[src/sv/wpl_pkg.sv]
// ----------------------------------------------------------------------------
// wpl_pkg
// Shared types and constants for the serial pixel line encoder.
// ----------------------------------------------------------------------------
`default_nettype none

package wpl_pkg;

   localparam int unsigned PIXEL_BITS = 24;
   localparam int unsigned BITS_W     = 5;
   localparam int unsigned BIT_TIME_W = 10;
   localparam int unsigned TICK_W     = 16;
   localparam int unsigned CSR_IDX_W  = 3;
   localparam int unsigned CSR_DATA_W = 16;

   localparam logic [CSR_IDX_W-1:0] CSR_ONE_HIGH  = 3'd0;
   localparam logic [CSR_IDX_W-1:0] CSR_ONE_LOW   = 3'd1;
   localparam logic [CSR_IDX_W-1:0] CSR_ZERO_HIGH = 3'd2;
   localparam logic [CSR_IDX_W-1:0] CSR_ZERO_LOW  = 3'd3;
   localparam logic [CSR_IDX_W-1:0] CSR_LATCH_GAP = 3'd4;

   localparam logic [BIT_TIME_W-1:0] RST_ONE_HIGH  = 10'd6;
   localparam logic [BIT_TIME_W-1:0] RST_ONE_LOW   = 10'd3;
   localparam logic [BIT_TIME_W-1:0] RST_ZERO_HIGH = 10'd2;
   localparam logic [BIT_TIME_W-1:0] RST_ZERO_LOW  = 10'd6;
   localparam logic [TICK_W-1:0]     RST_LATCH_GAP = 16'd400;

   localparam logic OP_TICK = 1'b0;
   localparam logic OP_LOAD = 1'b1;

   typedef struct packed {
      logic [BIT_TIME_W-1:0] one_high;
      logic [BIT_TIME_W-1:0] one_low;
      logic [BIT_TIME_W-1:0] zero_high;
      logic [BIT_TIME_W-1:0] zero_low;
      logic [TICK_W-1:0]     latch_gap;
   } cfg_type;

   typedef struct packed {
      logic       opcode;
      logic [7:0] red;
      logic [7:0] green;
      logic [7:0] blue;
      logic       last_pixel;
   } item_type;

   typedef struct packed {
      logic line_level;
      logic can_accept;
      logic frame_done;
      logic load_dropped;
   } result_type;

endpackage

`default_nettype wire

[src/sv/wpl_csr.sv]
// ----------------------------------------------------------------------------
// wpl_csr
// Timing registers of the encoder, written through a plain write port.
// ----------------------------------------------------------------------------
`default_nettype none

module wpl_csr (
   input  wire logic                             clock,
   input  wire logic                             reset,
   input  wire logic                             csr_write,
   input  wire logic [wpl_pkg::CSR_IDX_W-1:0]    csr_index,
   input  wire logic [wpl_pkg::CSR_DATA_W-1:0]   csr_wdata,
   output wpl_pkg::cfg_type                      cfg
);

   wpl_pkg::cfg_type cfg_ff;
   wpl_pkg::cfg_type cfg_in;

   always_comb begin
      cfg_in = cfg_ff;
      if (csr_write) begin
         unique case (csr_index)
            wpl_pkg::CSR_ONE_HIGH:  cfg_in.one_high  = csr_wdata[wpl_pkg::BIT_TIME_W-1:0];
            wpl_pkg::CSR_ONE_LOW:   cfg_in.one_low   = csr_wdata[wpl_pkg::BIT_TIME_W-1:0];
            wpl_pkg::CSR_ZERO_HIGH: cfg_in.zero_high = csr_wdata[wpl_pkg::BIT_TIME_W-1:0];
            wpl_pkg::CSR_ZERO_LOW:  cfg_in.zero_low  = csr_wdata[wpl_pkg::BIT_TIME_W-1:0];
            wpl_pkg::CSR_LATCH_GAP: cfg_in.latch_gap = csr_wdata[wpl_pkg::TICK_W-1:0];
            default:                cfg_in = cfg_ff;
         endcase
      end
   end

   always_ff @(posedge clock) begin
      if (reset) begin
         cfg_ff.one_high  <= wpl_pkg::RST_ONE_HIGH;
         cfg_ff.one_low   <= wpl_pkg::RST_ONE_LOW;
         cfg_ff.zero_high <= wpl_pkg::RST_ZERO_HIGH;
         cfg_ff.zero_low  <= wpl_pkg::RST_ZERO_LOW;
         cfg_ff.latch_gap <= wpl_pkg::RST_LATCH_GAP;
      end else begin
         cfg_ff <= cfg_in;
      end
   end

   assign cfg = cfg_ff;

endmodule

`default_nettype wire

[src/sv/wpl_core.sv]
// ----------------------------------------------------------------------------
// wpl_core
// Bit timing state machine, shifter and holding register. One item is
// applied per step; the result is produced combinationally for registering.
// ----------------------------------------------------------------------------
`default_nettype none

module wpl_core (
   input  wire logic                clock,
   input  wire logic                reset,
   input  wire logic                step,
   input  wire wpl_pkg::item_type   item,
   input  wire wpl_pkg::cfg_type    cfg,
   output wpl_pkg::result_type      result
);

   typedef enum logic [1:0] {
      PH_IDLE,
      PH_HIGH,
      PH_LOW,
      PH_GAP
   } phase_type;

   phase_type                                phase_ff, phase_in;
   logic [wpl_pkg::TICK_W-1:0]               tick_ff, tick_in;
   logic [wpl_pkg::PIXEL_BITS-1:0]           shift_ff, shift_in;
   logic [wpl_pkg::BITS_W-1:0]               bits_ff, bits_in;
   logic                                     sh_last_ff, sh_last_in;
   logic [wpl_pkg::PIXEL_BITS-1:0]           held_ff, held_in;
   logic                                     held_valid_ff, held_valid_in;
   logic                                     held_last_ff, held_last_in;
   logic                                     level, done, dropped;

   function automatic logic [wpl_pkg::TICK_W-1:0] min_one(
      input logic [wpl_pkg::TICK_W-1:0] v
   );
      return (v == '0) ? wpl_pkg::TICK_W'(1) : v;
   endfunction

   function automatic logic [wpl_pkg::TICK_W-1:0] high_time(
      input logic                       msb,
      input wpl_pkg::cfg_type           c
   );
      return min_one(wpl_pkg::TICK_W'(msb ? c.one_high : c.zero_high));
   endfunction

   function automatic logic [wpl_pkg::TICK_W-1:0] low_time(
      input logic                       msb,
      input wpl_pkg::cfg_type           c
   );
      return min_one(wpl_pkg::TICK_W'(msb ? c.one_low : c.zero_low));
   endfunction

   always_comb begin
      phase_in      = phase_ff;
      tick_in       = tick_ff;
      shift_in      = shift_ff;
      bits_in       = bits_ff;
      sh_last_in    = sh_last_ff;
      held_in       = held_ff;
      held_valid_in = held_valid_ff;
      held_last_in  = held_last_ff;
      level         = 1'b0;
      done          = 1'b0;
      dropped       = 1'b0;

      if (item.opcode == wpl_pkg::OP_LOAD) begin
         if (held_valid_ff) begin
            dropped = 1'b1;
         end else begin
            held_in       = {item.green, item.red, item.blue};
            held_last_in  = item.last_pixel;
            held_valid_in = 1'b1;
         end
         level = (phase_ff == PH_HIGH);
      end else begin
         // take the held pixel on an idle tick
         if (phase_ff == PH_IDLE && held_valid_ff) begin
            shift_in      = held_ff;
            sh_last_in    = held_last_ff;
            held_valid_in = 1'b0;
            held_last_in  = 1'b0;
            bits_in       = wpl_pkg::BITS_W'(wpl_pkg::PIXEL_BITS);
            phase_in      = PH_HIGH;
            tick_in       = high_time(held_ff[wpl_pkg::PIXEL_BITS-1], cfg);
         end
         if (phase_in != PH_IDLE) begin
            level = (phase_in == PH_HIGH);
            if (tick_in != '0) begin
               tick_in = tick_in - 1'b1;
            end
            if (tick_in == '0) begin
               unique case (phase_in)
                  PH_HIGH: begin
                     phase_in = PH_LOW;
                     tick_in  = low_time(shift_in[wpl_pkg::PIXEL_BITS-1], cfg);
                  end
                  PH_LOW: begin
                     shift_in = {shift_in[wpl_pkg::PIXEL_BITS-2:0], 1'b0};
                     if (bits_in != '0) begin
                        bits_in = bits_in - 1'b1;
                     end
                     if (bits_in != '0) begin
                        phase_in = PH_HIGH;
                        tick_in  = high_time(shift_in[wpl_pkg::PIXEL_BITS-1], cfg);
                     end else if (sh_last_in) begin
                        sh_last_in = 1'b0;
                        phase_in   = PH_GAP;
                        tick_in    = min_one(cfg.latch_gap);
                     end else if (held_valid_in) begin
                        shift_in      = held_ff;
                        sh_last_in    = held_last_ff;
                        held_valid_in = 1'b0;
                        held_last_in  = 1'b0;
                        bits_in       = wpl_pkg::BITS_W'(wpl_pkg::PIXEL_BITS);
                        phase_in      = PH_HIGH;
                        tick_in       = high_time(held_ff[wpl_pkg::PIXEL_BITS-1], cfg);
                     end else begin
                        phase_in = PH_IDLE;
                        tick_in  = '0;
                     end
                  end
                  PH_GAP: begin
                     done = 1'b1;
                     if (held_valid_in) begin
                        shift_in      = held_ff;
                        sh_last_in    = held_last_ff;
                        held_valid_in = 1'b0;
                        held_last_in  = 1'b0;
                        bits_in       = wpl_pkg::BITS_W'(wpl_pkg::PIXEL_BITS);
                        phase_in      = PH_HIGH;
                        tick_in       = high_time(held_ff[wpl_pkg::PIXEL_BITS-1], cfg);
                     end else begin
                        phase_in = PH_IDLE;
                        tick_in  = '0;
                     end
                  end
                  default: begin
                     phase_in = PH_IDLE;
                     tick_in  = '0;
                  end
               endcase
            end
         end
      end
   end

   always_ff @(posedge clock) begin
      if (reset) begin
         phase_ff      <= PH_IDLE;
         tick_ff       <= '0;
         shift_ff      <= '0;
         bits_ff       <= '0;
         sh_last_ff    <= 1'b0;
         held_valid_ff <= 1'b0;
         held_last_ff  <= 1'b0;
      end else if (step) begin
         phase_ff      <= phase_in;
         tick_ff       <= tick_in;
         shift_ff      <= shift_in;
         bits_ff       <= bits_in;
         sh_last_ff    <= sh_last_in;
         held_valid_ff <= held_valid_in;
         held_last_ff  <= held_last_in;
      end
   end

   always_ff @(posedge clock) begin
      if (step) begin
         held_ff <= held_in;
      end
   end

   assign result = '{line_level:   level,
                     can_accept:   !held_valid_in,
                     frame_done:   done,
                     load_dropped: dropped};

   a_idle_no_count: assert property (@(posedge clock) disable iff (reset)
      (phase_ff == PH_IDLE) |-> (tick_ff == '0))
      else $error("idle phase with ticks pending");

   a_busy_count: assert property (@(posedge clock) disable iff (reset)
      (phase_ff != PH_IDLE) |-> (tick_ff != '0))
      else $error("active phase with empty tick count");

   a_bits_range: assert property (@(posedge clock) disable iff (reset)
      bits_ff <= wpl_pkg::BITS_W'(wpl_pkg::PIXEL_BITS))
      else $error("bit counter beyond pixel size");

   a_load_holds: assert property (@(posedge clock) disable iff (reset)
      (step && item.opcode == wpl_pkg::OP_LOAD && !held_valid_ff) |=> held_valid_ff)
      else $error("accepted load not held");

   a_done_in_gap: assert property (@(posedge clock) disable iff (reset)
      (step && done) |-> (phase_ff == PH_GAP))
      else $error("frame done outside latch gap");

endmodule

`default_nettype wire

[src/sv/ws2812_pixel_line_encoder.sv]
// ----------------------------------------------------------------------------
// ws2812_pixel_line_encoder
// Serial LED line encoder: pixel loads and ticks in, one line sample out.
//
//   channel  dir  handshake            payload
//   req      in   req_valid/req_stall  opcode, red, green, blue, last_pixel
//   rsp      out  rsp_valid/rsp_stall  line_level, can_accept, frame_done,
//                                      load_dropped
//   csr      in   csr_write            csr_index, csr_wdata
//
// One item per cycle sustained while rsp_stall is low; an accepted item reaches rsp
// through the input register, then the result register.
// The state update runs in one pass between the two registers.
// Reset is synchronous and clears all control state and the timing registers.
// A rsp stall holds the result register and backs up through the input
// register; req_stall rises only when both registers are full.
// ----------------------------------------------------------------------------
`default_nettype none

module ws2812_pixel_line_encoder (
   input  wire logic                             clock,
   input  wire logic                             reset,
   input  wire logic                             req_valid,
   output      logic                             req_stall,
   input  wire logic                             req_opcode,
   input  wire logic [7:0]                       req_red,
   input  wire logic [7:0]                       req_green,
   input  wire logic [7:0]                       req_blue,
   input  wire logic                             req_last_pixel,
   output      logic                             rsp_valid,
   input  wire logic                             rsp_stall,
   output      logic                             rsp_line_level,
   output      logic                             rsp_can_accept,
   output      logic                             rsp_frame_done,
   output      logic                             rsp_load_dropped,
   input  wire logic                             csr_write,
   input  wire logic [wpl_pkg::CSR_IDX_W-1:0]    csr_index,
   input  wire logic [wpl_pkg::CSR_DATA_W-1:0]   csr_wdata
);

   wpl_pkg::cfg_type     cfg;
   wpl_pkg::item_type    in_item_ff;
   wpl_pkg::result_type  result;
   wpl_pkg::result_type  rsp_ff;
   logic                 in_valid_ff, in_valid_in;
   logic                 rsp_valid_ff, rsp_valid_in;
   logic                 advance;
   logic                 req_take;

   assign advance   = !rsp_valid_ff || !rsp_stall;
   assign req_stall = in_valid_ff && !advance;
   assign req_take  = req_valid && !req_stall;

   assign in_valid_in  = req_take || (in_valid_ff && !advance);
   assign rsp_valid_in = (in_valid_ff && advance) || (rsp_valid_ff && rsp_stall);

   always_ff @(posedge clock) begin
      if (reset) begin
         in_valid_ff  <= 1'b0;
         rsp_valid_ff <= 1'b0;
      end else begin
         in_valid_ff  <= in_valid_in;
         rsp_valid_ff <= rsp_valid_in;
      end
   end

   always_ff @(posedge clock) begin
      if (req_take) begin
         in_item_ff <= '{opcode:     req_opcode,
                         red:        req_red,
                         green:      req_green,
                         blue:       req_blue,
                         last_pixel: req_last_pixel};
      end
      if (in_valid_ff && advance) begin
         rsp_ff <= result;
      end
   end

   wpl_csr u_csr (
      .clock     (clock),
      .reset     (reset),
      .csr_write (csr_write),
      .csr_index (csr_index),
      .csr_wdata (csr_wdata),
      .cfg       (cfg)
   );

   wpl_core u_core (
      .clock  (clock),
      .reset  (reset),
      .step   (in_valid_ff && advance),
      .item   (in_item_ff),
      .cfg    (cfg),
      .result (result)
   );

   assign rsp_valid        = rsp_valid_ff;
   assign rsp_line_level   = rsp_ff.line_level;
   assign rsp_can_accept   = rsp_ff.can_accept;
   assign rsp_frame_done   = rsp_ff.frame_done;
   assign rsp_load_dropped = rsp_ff.load_dropped;

endmodule

`default_nettype wire
[config.mk]
export PLATFORM = sky130hd
export DESIGN_NAME = ws2812_pixel_line_encoder
export DESIGN_NICKNAME = d
export VERILOG_FILES = /design/src/sv/wpl_pkg.sv /design/src/sv/wpl_csr.sv /design/src/sv/wpl_core.sv /design/src/sv/ws2812_pixel_line_encoder.sv
export SDC_FILE = /design/constraint.sdc
export NUM_CORES = 1
export LEC_CHECK = 0
export BUFFER_PORTS_ARGS = -buffer_cell sky130_fd_sc_hd__buf_2
export CAP_MARGIN = 15
export CORE_MARGIN = 4
export CORE_UTILIZATION = 55
export DETAILED_ROUTE_END_ITERATION = 10
export GPL_ROUTABILITY_DRIVEN = 0
export HOLD_SLACK_MARGIN = 0.02
export PLACE_DENSITY = 0.74
export SLEW_MARGIN = 0
export SYNTH_ARGS = -nofsm -noshare
export SYNTH_HDL_FRONTEND = slang
export SYNTH_SLANG_ARGS = --single-unit
[constraint.sdc]
create_clock -name clock -period 4.6 [get_ports clock]
set_input_delay 0.46 -clock clock [delete_from_list [all_inputs] [get_ports clock]]
set_output_delay 0.46 -clock clock [all_outputs]
set_load 0.01 [all_outputs]
Word-level counts from Yosys, hierarchy flattened --
Cells that the tools add are included.
Operators by class: bitwise logic cells 4, equal/unequal tests 9, mux-type cells 79, $add $sub $neg 2, reductions and logical operators 33
Operator list (count):
- 16-bit two-way mux | 14
- 24-bit two-way mux | 8
- 16-bit logical NOT | 5
- 5-bit two-way mux | 13
- 16-bit one-hot mux with 3 select lines | 1
- 24-bit one-hot mux with 2 select lines | 1
- 10-bit two-way mux | 3
- 1-bit two-way mux | 28
- 16-bit nonzero test | 1
- 16-bit by 1-bit subtractor with 16-bit output, second input constant | 1
- 2-bit AND reduction | 7
- 2-bit two-way mux | 6
- 5-bit one-hot mux with 2 select lines | 1
- 5-bit nonzero test | 2
- 3-bit by 2-bit equality test with 1-bit output, second input constant | 2
- 1-bit one-hot mux with 2 select lines | 3
- 2-bit one-hot mux with 3 select lines | 1
- 1-bit logical AND | 5
- 1-bit logical NOT | 5
- 5-bit by 1-bit subtractor with 5-bit output, second input constant | 1
- 2-bit by 1-bit equality test with 1-bit output, second input constant | 2
- 2-bit equality test, second input constant | 2
- 1-bit inverter | 4
- 3-bit by 1-bit equality test with 1-bit output, second input constant | 1
- other kinds (8) | 10
Word-level totals: output and inout port bits 6, word-level logic and storage cells 151, input bits 50, bits in registers 162

Logic depth before layout (Yosys ltp) --
word-level depth 20, depth in mapped cells 22, mapped depth without buffers 14

Hierarchy --
A second synthesis with hierarchy kept.
Second synthesis, totals: cell total of the unflattened synthesis 1058, area total of the unflattened synthesis 9660.5 um^2
Modules (own cells, without submodules):
- wpl_core | times used 1, cells each 807, sequential area each 1721.7 um^2, area an instance 6396.1 um^2
- wpl_csr | times used 1, cells each 211, sequential area each 1121.1 um^2, area an instance 2277.2 um^2
- ws2812_pixel_line_encoder | times used 1, cells each 40, sequential area each 940.9 um^2, area an instance 987.2 um^2

Least setup slack after synthesis --
No wires, ideal clock.
kind register -> register, from reg u_core.held_valid_ff, to reg u_core.shift_ff[12] in the netlist's numbering, arrival 4.341 ns, cell stages (with the launch flop) 19, library setup time 0.122 ns, clock period less this slack 4.463 ns, path slack 0.137 ns, data required time 4.478 ns, path buffers 6, path through dfxtp_1 -> buf_4 -> nor3b_1 -> buf_2 -> buf_1 -> buf_1 -> clkbuf_1 -> o21ai_0 -> ha_1 -> nand3_1 -> o22ai_2 -> a2111oi_4 -> a41o_1 -> nor2_1 -> a2111oi_4 -> a31o_1 -> a21oi_2 -> buf_6 -> a221o_1
Between the ends: word-level cells in the longest chain between the ends 14, elaborated cells between the ends (all ways) 37, classes of those cells 2 x add/sub; 2 x eq/ne; 27 x mux; 6 x reduce/logical
Ends and longest elaborated chain:
- start: declaration | RTL line wpl_core.sv:30 | logic held_valid_ff, held_valid_in;
- start signal: assignment | RTL line wpl_core.sv:163 | held_valid_ff <= held_valid_in;
- 1-bit logical AND | RTL line wpl_core.sv:78 | if (phase_ff == PH_IDLE && held_valid_ff) begin
- 5-bit two-way mux | RTL line wpl_core.sv:78
- 5-bit two-way mux | RTL line wpl_core.sv:67 | if (item.opcode == wpl_pkg::OP_LOAD) begin
- 5-bit by 1-bit subtractor with 5-bit output / 5-bit nonzero test (equally long branches) | RTL line wpl_core.sv:101, wpl_core.sv:100
- 5-bit two-way mux | RTL line wpl_core.sv:100 | if (bits_in != '0) begin
- 5-bit two-way mux | RTL line wpl_core.sv:93 | unique case (phase_in)
- 5-bit two-way mux | RTL line wpl_core.sv:92 | if (tick_in == '0) begin
- 5-bit two-way mux | RTL line wpl_core.sv:87 | if (phase_in != PH_IDLE) begin
- 5-bit two-way mux | RTL line wpl_core.sv:67
- 5-bit nonzero test | RTL line wpl_core.sv:103 | if (bits_in != '0) begin
- 24-bit two-way mux | RTL line wpl_core.sv:103
- 24-bit one-hot mux with 2 select lines | RTL line wpl_core.sv:93
- 24-bit two-way mux | RTL line wpl_core.sv:92
- 24-bit two-way mux * | RTL line wpl_core.sv:87
- end signal: assignment | RTL line wpl_core.sv:160 | shift_ff <= shift_in;
- end: declaration | RTL line wpl_core.sv:26 | logic [wpl_pkg::PIXEL_BITS-1:0] shift_ff, shift_in;
Mark *: on every way between the ends. The rest lies on a longest branch, timed or not. The select of a mux whose other input is x is not followed. A chain may end at the register's enable or synchronous reset.

Worst setup path after layout --
from reg u_core.phase_ff[0], to reg u_core.tick_ff[12] in the netlist's numbering
Between the ends: word-level cells in the longest chain between the ends 15, elaborated cells between the ends (all ways) 36, classes of those cells 2 x add/sub; 3 x eq/ne; 24 x mux; 7 x reduce/logical
Ends and longest elaborated chain:
- start: declaration | RTL line wpl_core.sv:24 | phase_type phase_ff, phase_in;
- start signal: assignment | RTL line wpl_core.sv:158 | phase_ff <= phase_in;
- 2-bit logical NOT | RTL line wpl_core.sv:78
- 1-bit logical AND | RTL line wpl_core.sv:78
- 5-bit two-way mux | RTL line wpl_core.sv:78
- 5-bit two-way mux | RTL line wpl_core.sv:67
- 5-bit by 1-bit subtractor with 5-bit output / 5-bit nonzero test (equally long branches) | RTL line wpl_core.sv:101, wpl_core.sv:100
- 5-bit two-way mux | RTL line wpl_core.sv:100
- 5-bit two-way mux | RTL line wpl_core.sv:93
- 5-bit two-way mux | RTL line wpl_core.sv:92
- 5-bit two-way mux | RTL line wpl_core.sv:87
- 5-bit two-way mux | RTL line wpl_core.sv:67
- 5-bit nonzero test | RTL line wpl_core.sv:103
- 16-bit two-way mux | RTL line wpl_core.sv:103
- 16-bit one-hot mux with 3 select lines | RTL line wpl_core.sv:93
- 16-bit two-way mux | RTL line wpl_core.sv:92
- 16-bit two-way mux * | RTL line wpl_core.sv:87
- end signal: assignment | RTL line wpl_core.sv:159 | tick_ff <= tick_in;
- end: declaration | RTL line wpl_core.sv:25 | logic [wpl_pkg::TICK_W-1:0] tick_ff, tick_in;
Marked as above.

==> flow_metrics.env <==
export IMPL_switching_power_mw=1.01
export IMPL_die_height_um=135
export IMPL_grt_pass1_wl_mm=39.5
export IMPL_pwr_share_clk_pct=40.6
export IMPL_cts_tree="yes"
export IMPL_fin_area_um2=9970
export IMPL_multiInputGateArea_um2=4780
export IMPL_holdBufCountCts=0
export IMPL_min_period_over_period_pct=91.3
export IMPL_wl_met1_mm=11.1
export IMPL_routed_wl_met3_mm=2.35
export IMPL_vias=8167
export IMPL_yosysUniqueCellTypes=78
export IMPL_start_util_pct=55.9
export IMPL_worst_path_max_delay_cell="or4b_2"
export IMPL_worst_pin_slew_ps=1020
export IMPL_drive_gt1_share_pct=16.3
export IMPL_wl_met2_mm=10.8
export IMPL_synth_edf_count=54
export IMPL_drc=0
export IMPL_power_density_nw_per_um2=346
export IMPL_synth_ff_type="dfxtp_1"
export IMPL_num_rows=46
export IMPL_p_leak_nw=3.65
export IMPL_dr_pass1_iters=5
export IMPL_p_comb_share_pct=14.3
export IMPL_yosys_warnings=0
export IMPL_yosys_area_top_type_share_pct=24.4
export IMPL_tns_ps=0
export IMPL_cp_top_family="simple AND/OR/NAND/NOR gates"
export IMPL_internal_power_mw=2.45
export IMPL_final_common_cell="nand2_1"
export IMPL_placed_area_um2=9330
export IMPL_nFillCells=1347
export IMPL_fin_worst_skew_ps=9.43
export IMPL_cts_htree_levels=4
export IMPL_ant_nets=0
export IMPL_worstSetupPathType="reg2reg"
export IMPL_seq_power_share_pct=45.1
export IMPL_syn_avg_cell_area_um2=8.64
export IMPL_maxSlewViolCount=0
export IMPL_die_w_um=135
export IMPL_cts_made_buffers=17
export IMPL_maxCapViolCount=0
export IMPL_dp_hpwl_mm=17.0
export IMPL_path_clk_slew_ps=70
export IMPL_critical_path_max_stage_delay_ps=690
export IMPL_syn_inst=1025
export IMPL_cp_max_fo=23
export IMPL_coreArea_um2=15800
export IMPL_diodes=0
export IMPL_area_growth_synth_to_final_pct=12.7
export IMPL_synth_largest_area_cell="dfxtp_1"
export IMPL_numPortBuffers=55
export IMPL_hold_violations=0
export IMPL_power_switching_share_pct=29.1
export IMPL_endpoint_kind="flip-flop"
export IMPL_synth_seq_cells=162
export IMPL_min_period_ps=4200
export IMPL_gr_total_overflow=0
export IMPL_worstSkewPairLatency_ps=430
export IMPL_totalWireLength_mm=24.8
export IMPL_drt_vias_per_instance=6.34
export IMPL_ios=56
export IMPL_crit_arrival_ps=4550
export IMPL_cts_root_buffer="clkbuf_16"
export IMPL_startpoint_type="flip-flop"
export IMPL_seqCellArea_um2=3780
export IMPL_max_freq_mhz=238
export IMPL_rsz0062_at_grt="no"
export IMPL_final_cell_mix="nand2_1 (203), dfxtp_1 (107), a21oi_1 (102)"
export IMPL_synth_area_leaders="dfxtp_1 (24%), edfxtp_1 (18%), nand2_1 (8.6%)"
export IMPL_routed_top_layer="met4"
export IMPL_path_buf_inv=2
export IMPL_clockBufferDepth=2
export IMPL_cpMostUsedCell="buf_4"
export IMPL_syn_num_nets=1078
export IMPL_drt_iter0_markers=1106
export IMPL_grt_max_degree=77
export IMPL_nNetsFinal=1113
export IMPL_cp_cell_sequence="or3b_1 -> buf_4 -> nand2_1 -> ha_1 -> or4b_2 -> o31ai_1 -> nor4bb_4 -> buf_4 -> nand3_1 -> nor2_1 -> and2_1 -> a21oi_1 -> a211oi_1"
export IMPL_min_path_type="in2reg"
export IMPL_setup_violations=0
export IMPL_cts_num_sinks=162
export IMPL_wl_per_cell_um=19.2
export IMPL_grt_total_usage_pct=27.3
export IMPL_async_flop_share_pct=0
export IMPL_max_slew_margin_rel_pct=31.7
export IMPL_die_area_um2=18200
export IMPL_status="finished, final reports clean"
export IMPL_antenna_found_initial=0
export IMPL_ys_seq_area_share_pct=42.7
export IMPL_grt_pass1_vias=7355
export IMPL_cp_required_ps=4950
export IMPL_ir_drop_mv=0.278
export IMPL_syn_area_um2=8850
worst paths after layout:
path / startpoint / cells after the start / slack (ps) / to
min: req_green[7] / 1 / 200 / in_item_ff[16]
min reg2reg: in_item_ff[5] / 0 / 420 / u_core.held_ff[4]
max: u_core.phase_ff[0] / 13 / 400 / u_core.tick_ff[12]
max reg2reg: u_core.phase_ff[0] / 13 / 400 / u_core.tick_ff[12]
area by class of cell:
type,instances,share of cell area (%)
clock buffers,17,4.27
clock inverters,15,1.64
inverters,10,0.376
multi-input cells,782,47.9
flip-flops and latches,162,38.0
well taps,216,2.71
repair buffers,87,5.17
metrics by stage:
stage	total power [mW]	hold WS [ps]	std cells	util, %	setup WS, ps
after floorplan	1.92	400	1025	-	137
after global placement	2.05	402	1252	59.0	431
after detailed placement	2.06	405	1252	59.0	307
after CTS	3.45	180	1284	62.7	263
after global routing	3.59	183	1289	63.0	12.4
final	3.45	195	1289	63.0	398
layer usage:
layer | up-vias | global-route usage [%]
li1 | 3859 | -
met5 | - | 0
met2 | 440 | 39.5
met1 | 3816 | 41.3
met4 | 0 | 10.2
met3 | 52 | 4.25
sequential cells by signal (all words and copies together), names as in the netlist, 2 cells and up:
name             flops
in_item_ff          26
u_core.held_ff      24
u_core.bits_ff       5
u_core.shift_ff     24
u_core.tick_ff      16
u_csr.cfg           56
u_core.phase_ff      2
timing repair:
action                     4_1_cts  5_1_grt
setup endpoints to repair        0       35
gates resized for setup          0        3
buffers inserted                 0        5
cells in the mapped netlist (all sizes together), types with 14 or more instances:
cell,instances
dfxtp,108
nor4,20
o21ai,60
mux2i,50
clkbuf,50
edfxtp,54
nor2,57
buf,21
nand2,203
nor3,22
a211oi,17
a21oi,103
and3,22
mux2,31
a221o,14
nand3,31
logic make-up (layout without fill, tap and decap cells):
group	Yosys count	count (layout)	share of synthesized area (%)
XOR/XNOR	8	8	0.792
AO/OA/AOI/OAI	282	282	21.1
adder cells (fa/ha/maj)	3	3	0.424
buffers and inverters	81	129	3.79
AND/OR/NAND/NOR	408	408	21.6
multiplexers	81	81	9.60
flip-flops	162	162	42.7
power by group through the flow:
stage,clock network (mW),registers [mW],logic (mW)
global placement,0,1.59,0.465
global route,1.49,1.56,0.537
CTS,1.42,1.55,0.474
floorplan,0,1.57,0.341
finish,1.40,1.56,0.495
detailed placement,0,1.59,0.471
(Power assumes the default switching activity.)
